**src/rtl/spr_pkg.sv**
```systemverilog
package spr_pkg;

    localparam int unsigned ACT_W   = 2;
    localparam int unsigned DATA_W  = 32;
    localparam int unsigned CNT_W   = 7;
    localparam int unsigned CNT_RST = 64;
    localparam int unsigned MAX_PARTICLES = 64;

    typedef enum logic [ACT_W-1:0] {
        ACT_LOAD     = 2'd0,
        ACT_RESAMPLE = 2'd1,
        ACT_READ     = 2'd2,
        ACT_NONE     = 2'd3
    } action_t;

    localparam logic KIND_READ = 1'b0;
    localparam logic KIND_MEAN = 1'b1;

    // one particle record as kept in the stores
    typedef struct packed {
        logic [DATA_W-1:0] x;
        logic [DATA_W-1:0] y;
        logic [DATA_W-1:0] z;
        logic [DATA_W-1:0] yaw;
        logic [DATA_W-1:0] weight;
    } particle_t;

    // request to the shared divider
    typedef struct packed {
        logic              start;
        logic              neg;
        logic [DATA_W+31:0] mag;
        logic [CNT_W-1:0]  divisor;
    } div_req_t;

    // divider status
    typedef struct packed {
        logic              busy;
        logic              done;
        logic [DATA_W+31:0] quot;
    } div_rsp_t;

endpackage

```
**src/rtl/spr_divider.sv**
```systemverilog
module spr_divider
(
    input  logic              clk,
    input  logic              rst_n,
    input  spr_pkg::div_req_t req,
    output spr_pkg::div_rsp_t rsp
);
    import spr_pkg::*;

    localparam int unsigned QW = DATA_W + 32;

    logic [QW-1:0]    quot_reg, quot_next;
    logic [CNT_W:0]   rem_reg, rem_next;
    logic [CNT_W-1:0] dvs_reg, dvs_next;
    logic [6:0]       bit_reg, bit_next;
    logic             busy_reg, busy_next;
    logic             done_reg, done_next;
    logic             neg_reg, neg_next;
    logic [CNT_W:0]   trial;

    // restoring division, one quotient bit a cycle
    always_comb
    begin
        quot_next = quot_reg;
        rem_next  = rem_reg;
        dvs_next  = dvs_reg;
        bit_next  = bit_reg;
        busy_next = busy_reg;
        done_next = 1'b0;
        neg_next  = neg_reg;
        trial     = {rem_reg[CNT_W-1:0], quot_reg[QW-1]};
        if (req.start)
        begin
            quot_next = req.mag;
            rem_next  = '0;
            dvs_next  = req.divisor;
            bit_next  = 7'(QW - 1);
            busy_next = 1'b1;
            neg_next  = req.neg;
        end
        else if (busy_reg)
        begin
            quot_next = {quot_reg[QW-2:0], 1'b0};
            if (trial >= {1'b0, dvs_reg})
            begin
                rem_next     = trial - {1'b0, dvs_reg};
                quot_next[0] = 1'b1;
            end
            else
            begin
                rem_next = trial;
            end
            if (bit_reg == '0)
            begin
                busy_next = 1'b0;
                done_next = 1'b1;
            end
            bit_next = bit_reg - 7'd1;
        end
    end

    always_ff @(posedge clk or negedge rst_n)
    begin
        if (!rst_n)
        begin
            busy_reg <= 1'b0;
            done_reg <= 1'b0;
        end
        else
        begin
            busy_reg <= busy_next;
            done_reg <= done_next;
        end
    end

    always_ff @(posedge clk)
    begin
        quot_reg <= quot_next;
        rem_reg  <= rem_next;
        dvs_reg  <= dvs_next;
        bit_reg  <= bit_next;
        neg_reg  <= neg_next;
    end

    assign rsp.busy = busy_reg;
    assign rsp.done = done_reg;
    assign rsp.quot = neg_reg ? (~quot_reg + QW'(1)) : quot_reg;

endmodule
```
**config.mk**
```make
export PLATFORM = sky130hd
export DESIGN_NAME = spr_divider
export DESIGN_NICKNAME = d
export VERILOG_FILES = /design/src/rtl/spr_pkg.sv /design/src/rtl/spr_divider.sv
export SDC_FILE = /design/constraint.sdc
export NUM_CORES = 1
export LEC_CHECK = 0
export ABC_AREA = 1
export BUFFER_PORTS_ARGS = -buffer_cell sky130_fd_sc_hd__clkbuf_2
export CELL_PAD_IN_SITES_DETAIL_PLACEMENT = 0
export CELL_PAD_IN_SITES_GLOBAL_PLACEMENT = 1
export CORE_AREA = 3 3 96 167
export CTS_BUF_LIST = sky130_fd_sc_hd__clkbuf_4 sky130_fd_sc_hd__clkbuf_8 sky130_fd_sc_hd__clkbuf_16
export DETAILED_ROUTE_END_ITERATION = 6
export DIE_AREA = 0 0 99 170
export PLACE_DENSITY_LB_ADDON = 0.1
export SYNTH_ARGS = -nofsm -noshare
export SYNTH_HDL_FRONTEND = slang
export SYNTH_SLANG_ARGS = --single-unit
```
**constraint.sdc**
```tcl
create_clock -name clk -period 6.2 [get_ports clk]
set_input_delay 0.93 -clock clk [delete_from_list [all_inputs] [get_ports clk]]
set_output_delay 0.93 -clock clk [all_outputs]
set_load 0.01 [all_outputs]
```
==> results of run 1 <==
worst max-delay path: cells and delay by family (launching register included):
kind,cells,cell delay [ps]
buf+inv,3,1270
simple gates,1,360
flops,1,330
xor+xnor,1,170
compound gates,1,90
power groups by stage:
stage	clock network, mW	registers, mW	logic, mW
6_report	0.553	0.775	0.589
5_1_grt	0.595	0.784	0.663
4_1_cts	0.565	0.775	0.595
3_5_place_dp	0	0.788	0.592
3_3_place_gp	0	0.788	0.590
2_1_floorplan	0	0.765	0.402
stage by stage:
step	std cells	cell area, um^2	setup slack (ps)	util, %	power (mW)
floorplan	883	6185	3284	-	1.167
global placement	1184	7029	3082	47.37	1.378
detailed placement	1184	7029	3053	47.37	1.380
CTS	1200	7323	2660	49.35	1.936
global route	1200	7323	2445	49.35	2.041
finish	1200	7323	2681	49.35	1.917
how the worst max path moves through the flow:
stage / cells after the start / slack (ps) / end
global route: 6 / 2440 / rsp[14]
global placement: 6 / 3080 / rsp[14]
finish: 6 / 2680 / rsp[14]
floorplan: 3 / 3280 / quot_reg[0]
detailed placement: 6 / 3050 / rsp[14]
CTS: 6 / 2660 / rsp[14]
metal layers:
layer / global-route usage, % / vias up / share of wire (%)
met5: 0 / - / 0
met2: 47.31 / 163 / 56
met1: 24.72 / 2800 / 36
li1: - / 3092 / -
met3: 3.158 / 36 / 4.2
met4: 9.810 / 0 / 3.3
cell usage after synthesis, types with 2 or more instances:
master,n
sky130_fd_sc_hd__nand3_1,46
sky130_fd_sc_hd__nand4_1,13
sky130_fd_sc_hd__o211ai_1,4
sky130_fd_sc_hd__a21oi_1,11
sky130_fd_sc_hd__xnor2_1,6
sky130_fd_sc_hd__dfxtp_1,14
sky130_fd_sc_hd__o21ai_1,8
sky130_fd_sc_hd__buf_4,3
sky130_fd_sc_hd__ha_1,10
sky130_fd_sc_hd__nor2_1,128
sky130_fd_sc_hd__nand2_1,324
sky130_fd_sc_hd__nor2_2,11
sky130_fd_sc_hd__nand2_4,3
sky130_fd_sc_hd__o21ai_0,63
sky130_fd_sc_hd__buf_2,5
sky130_fd_sc_hd__clkbuf_1,11
sky130_fd_sc_hd__inv_1,81
sky130_fd_sc_hd__o21ai_4,2
sky130_fd_sc_hd__nand3_2,3
sky130_fd_sc_hd__xor2_1,31
sky130_fd_sc_hd__buf_1,6
sky130_fd_sc_hd__nor2_4,2
sky130_fd_sc_hd__edfxtp_1,72
sky130_fd_sc_hd__dfrtp_1,2
sky130_fd_sc_hd__nand2_2,6
sky130_fd_sc_hd__nand3b_1,5
final cells by class:
| cell class | instances | share of cell area (%) |
|---|---|---|
| Multi-Input combinational cell | 689 | 44.75 |
| Inverter | 81 | 4.169 |
| Tap cell | 183 | 3.127 |
| Sequential cell | 88 | 34.03 |
| Clock inverter | 6 | 0.7518 |
| Timing Repair Buffer | 143 | 9.909 |
| Clock buffer | 10 | 3.263 |
placed cells by master, fill, tap and decap left out, drive strengths merged, types with 6 or more instances in the layout:
cell type	synthesis	routed
nand2	333	333
clkbuf	11	149
nor2	141	141
inv	81	86
o21ai	74	74
edfxtp	72	72
nand3	49	49
xor2	31	31
dfxtp	14	14
nand4	13	13
a21oi	12	12
ha	10	10
xnor2	6	6
cells by family after synthesis:
| group | count (synthesis) |
|---|---|
| flip-flops | 88 |
| AO/OA/AOI/OAI | 95 |
| adder cells (fa/ha/maj) | 11 |
| AND/OR/NAND/NOR | 546 |
| XOR/XNOR | 37 |
| buffers and inverters | 106 |
==> qor.csv, run 1 <==
metric,value,unit
cellInternalPower,1.222,mW
end_kind,output port,
die_height,170,um
dominantRegCellSynth,sky130_fd_sc_hd__edfxtp_1,
hpwlAfterDp,15610,um
r2r.worst_path.cells,9,
critical_path.startpoint,neg_reg,
floorplan.initialDensity,41.68,%
detail_route.wl_per_cell,16.69,um
final-seq-area,0.002492,mm^2
xor_xnor_cell_area_share_of_the_yosys_netlist,5.240,%
crit_path_cell_trace,"buf_4, inv_1, nor2_1, a21oi_1, xnor2_1, clkbuf_2",
routed-via-count,6091,
timing.final.setup_violations,0,
post_cts_resize_count,0,
share_comb_of_total_power,30.7,%
fin_worst_skew,9.484,ps
post-route-period-util,56.76,%
max_stage_delay,590,ps
first_pass_iters,4,
antenna_left,0,
switching_power_of_the_nets,0.6950,mW
clock_tree.htree_level_count,3,
reg2reg_setup_slack,4110,ps
synthesis.nets,969,
synthTopCellsByArea,"sky130_fd_sc_hd__edfxtp_1 35%, sky130_fd_sc_hd__nand2_1 20%, sky130_fd_sc_hd__nor2_1 7.8%",
peakVddDrop,0.0001985,V
hold-worst-slack,354.1,ps
timing.max_slew.rel_slack,37.31,%
grt_util_all_layers,23.97,%
arrival,2590,ps
final.fill_count,1610,
post-route-drc-count,0,
number_of_global_route_vias_before_repair,6261,
critical_path_slowest_stage_cell,sky130_fd_sc_hd__inv_1,
die_width,99,um
critical_path_class,reg2out,
final_hold_viol_count,0,
antenna_found_initial,0,
seq_power_share,40.4,%
timing.critical_path.fanout_max,58,
finalSetupTns,0,ps
synth_warnings,0,
mux_cell_area_share_after_synthesis,0,%
complex_gate_fraction_of_the_synthesized_area,8.659,%
avg_vias_per_cell,5.076,
postSynthCellCount,883,
area_growth_syn_to_layout,18.41,%
synth_edf_count,72,
final_critical_path_required_period,3519,ps
worstSkewPairLatency,340,ps
seq_area_frac_synth,40.30,%
clockRootBuffer,sky130_fd_sc_hd__clkbuf_16,
largest_family_of_logic_cells_by_synthesized_area,simple AND/OR/NAND/NOR gates,
synth.ff_latch_count,88,
ios,141,
n_antenna_cell,0,
cap_viol_max_count,0,
clkSinkCount,88,
cts-root-to-sink-buffers,2,
mappedNetlistArea,0.006185,mm^2
grt_max_degree,82,
min_path_type,in2async,
die-area,0.01683,mm^2
grt_setup_unrepaired,no,
synth_adder_area_share,2.347,%
synth_cell_types,39,
finalWirelength,20020,um
tritoncts,built,
design.core.area,0.01484,mm^2
critical_path_required,5270,ps
yosys.area.top_type,sky130_fd_sc_hd__edfxtp_1,
gp_congestion,0.8667,
max_slew_vio_count,0,
multiInputGateArea,0.003277,mm^2
worst_pin_slew,940.3,ps
post_route_cells_drive_above_1_share,18.78,%
ys_async_sr_fraction,2.273,%
yosys.area.top_type_share,34.96,%
clk_pin_slew,70,ps
total_global_routing_overflow,0,
outcome,"complete, no violations",
postSynthAreaPerCell,7.004,um^2
power.leakage,3.508,nW
start_kind,flip-flop,
r2r_end,rem_reg[1],
synth_simple_gate_area_share,36.74,%
cts_buffers,9,
power.density_cell_area,261.8,mW/mm^2
maxClockFrequency,284.2,MHz
number_of_flip_flops_under_the_largest_register_name,64,
power_switching_share,36.25,%
postCtsSetupBuffers,0,
drt-initial-drc-count,338,
placementRows,59,
grt_pass1_wl,31580,um
r2r-start,quot_reg[63],
ctsHoldBuffers,0,
finalNetCount,1098,
io_buffer_count,140,
clkPwrFrac,28.8,%
Power figures use the tool's default switching activity.
==> run 2, diff against run 1 <==
Settings changed: CORE_AREA 3 3 96 167 to 3 3 105 182, DIE_AREA 0 0 99 170 to 0 0 108 185.
Clock period 6.2 ns to 3 ns, I/O delays scaled along.
==> qor.csv, run 2 (synthesized netlist as in run 1, its figures left out) <==
metric,value,unit,change
outcome,"complete, no violations",,unchanged
max_slew_vio_count,0,,unchanged
clockRootBuffer,sky130_fd_sc_hd__clkbuf_16,,unchanged
ios,141,,unchanged
r2r-start,quot_reg[63],,unchanged
crit_path_cell_trace,"inv_1, ha_1, nand3_2, nor2_4, nand2_4, o21ai_4, nand4_1, nand2_1, clkbuf_2",,"was buf_4, inv_1, nor2_1, a21oi_1, xnor2_1, clkbuf_2"
finalPower,4.053,mW,was 1.917 mW
gp_congestion,0.8517,,was 0.8667
cts_buffers,9,,unchanged
hpwlAfterDp,16520,um,was 15610 um
maxClockFrequency,373.1,MHz,
number_of_flip_flops_under_the_largest_register_name,64,,unchanged
finalSetupTns,0,ps,unchanged
design.core.area,0.01770,mm^2,was 0.01484 mm^2
routed-via-count,6048,,was 6091
detail_route.wl_per_cell,16.51,um,was 16.69 um
crit_family,simple AND/OR/NAND/NOR gates,,was buffers and inverters
power.density_cell_area,542.0,mW/mm^2,was 261.8 mW/mm^2
cap_viol_max_count,0,,unchanged
total_global_routing_overflow,0,,unchanged
final_common_cell,sky130_fd_sc_hd__nand2_1,,unchanged
clkSinkCount,88,,unchanged
layout.core_utilization,42.26,%,was 49.35%
end_kind,output port,,unchanged
r2r_end,rem_reg[5],,was rem_reg[1]
power.leakage,3.550,nW,was 3.508 nW
reg2reg_setup_slack,840,ps,was 4110 ps
n_antenna_cell,0,,unchanged
number_of_cells_on_the_worst_hold_path,1,,
post_cts_resize_count,0,,unchanged
grt_setup_unrepaired,no,,unchanged
area_growth_syn_to_layout,20.92,%,was 18.41%
clk_pin_slew,70,ps,about the same
antenna_left,0,,unchanged
placementRows,64,,was 59
critical_path_required,2550,ps,was 5270 ps
post-route-period-util,89.34,%,
critical_path_slowest_stage_cell,sky130_fd_sc_hd__edfxtp_1,,was sky130_fd_sc_hd__inv_1
clock_tree.htree_level_count,3,,unchanged
timing.max_slew.rel_slack,42.42,%,was 37.31%
tritoncts,built,,unchanged
first_pass_iters,5,,was 4
finalNetCount,1102,,was 1098
most-common-layout-cells,"324 x sky130_fd_sc_hd__nand2_1, 139 x sky130_fd_sc_hd__clkbuf_2, 128 x sky130_fd_sc_hd__nor2_1",,unchanged
number_of_global_route_vias_before_repair,6280,,was 6261
grt_pass1_wl,32020,um,was 31580 um
drt-initial-drc-count,271,,was 338
final_critical_path_required_period,2680,ps,
arrival,2230,ps,was 2590 ps
hold-path-endpoint,dvs_reg[0],,
worst_pin_slew,862.8,ps,was 940.3 ps
fin_worst_skew,8.185,ps,was 9.484 ps
floorplan.initialDensity,34.95,%,was 41.68%
max_stage_delay,390,ps,was 590 ps
grt_util_all_layers,21.07,%,was 23.97%
finalWirelength,20670,um,was 20020 um
peakVddDrop,0.0003364,V,was 0.0001985 V
timing.final.setup_violations,0,,unchanged
final.fill_count,1990,,was 1610
r2r.worst_path.cells,9,,unchanged
grt_max_degree,80,,was 82
timing.critical_path.fanout_max,8,,was 58
post_route_cells_drive_above_1_share,19.00,%,was 18.78%
multiInputGateArea,0.003277,mm^2,unchanged
hold_path_startpoint,req[0],,
cp_num_buf_inv,2,,was 3
start_kind,flip-flop,,unchanged
critical_path_class,reg2out,,unchanged
cts-root-to-sink-buffers,2,,unchanged
worstSkewPairLatency,360,ps,was 340 ps
io_buffer_count,140,,unchanged
final-seq-area,0.002492,mm^2,unchanged
min_path_type,in2reg,,was in2async
antenna_found_initial,0,,unchanged
die-area,0.01998,mm^2,was 0.01683 mm^2
avg_vias_per_cell,4.831,,was 5.076
die_height,185,um,was 170 um
final_hold_viol_count,0,,unchanged
die_width,108,um,was 99 um
post-route-drc-count,0,,unchanged
run 2: cell count changes in the layout (fill, tap and decap cells not counted), sizes merged:
cell	change
buf	+3
inv	-3
dlygate4sd3	+1
clkinv	+3
run 2: layout make-up:
cell class,instances,share of cell area [%]
inverters,81,4.066
clock buffers,10,3.346
multi-input cells,689,43.82
repair buffers,147,10.64
flip-flops and latches,88,33.33
well taps,231,3.865
clock inverters,6,0.9369
run 2: stage by stage:
stage / cells / hold slack (ps) / instance area, um^2 / setup WS [ps]
after global placement: 1235 / 237.2 / 7148 / 706.5
final: 1252 / 263.2 / 7478 / 319.8
after detailed placement: 1235 / 236.6 / 7148 / 679.9
after global routing: 1252 / 253.4 / 7478 / 134.1
after floorplan: 883 / 154.4 / 6185 / 563.6
after CTS: 1252 / 249.3 / 7478 / 275.0
run 2: metal layers:
| layer | global-route usage [%] | routed length (um) |
|---|---|---|
| met1 | 21.16 | 7504 |
| met2 | 41.75 | 11650 |
| met3 | 3.104 | 761 |
| met4 | 9.100 | 748 |
| met5 | 0 | 0 |
run 2: how the worst max path moves through the flow:
stage	from	endpoint	slack (ps)	cells past startpoint
floorplan	req[72]	quot_reg[0]	560	3
global placement	quot_reg[0]	rsp[60]	710	9
detailed placement	quot_reg[0]	rsp[60]	680	9
CTS	quot_reg[0]	rsp[60]	270	9
global route	quot_reg[25]	rsp[38]	130	8
finish	quot_reg[0]	rsp[56]	320	9
run 2: timing repair:
action,in CTS,in global routing
hold buffers,1,0
endpoints found under the setup margin,0,0
endpoints found under the hold margin,2,0
buffers inserted,0,0
run 2: where the power goes:
part | leakage, nW | switching [mW] | internal [mW]
clock | 0.156 | 0.557 | 0.639
sequential | 0.920 | 0.127 | 1.47
combinational | 2.47 | 0.803 | 0.456
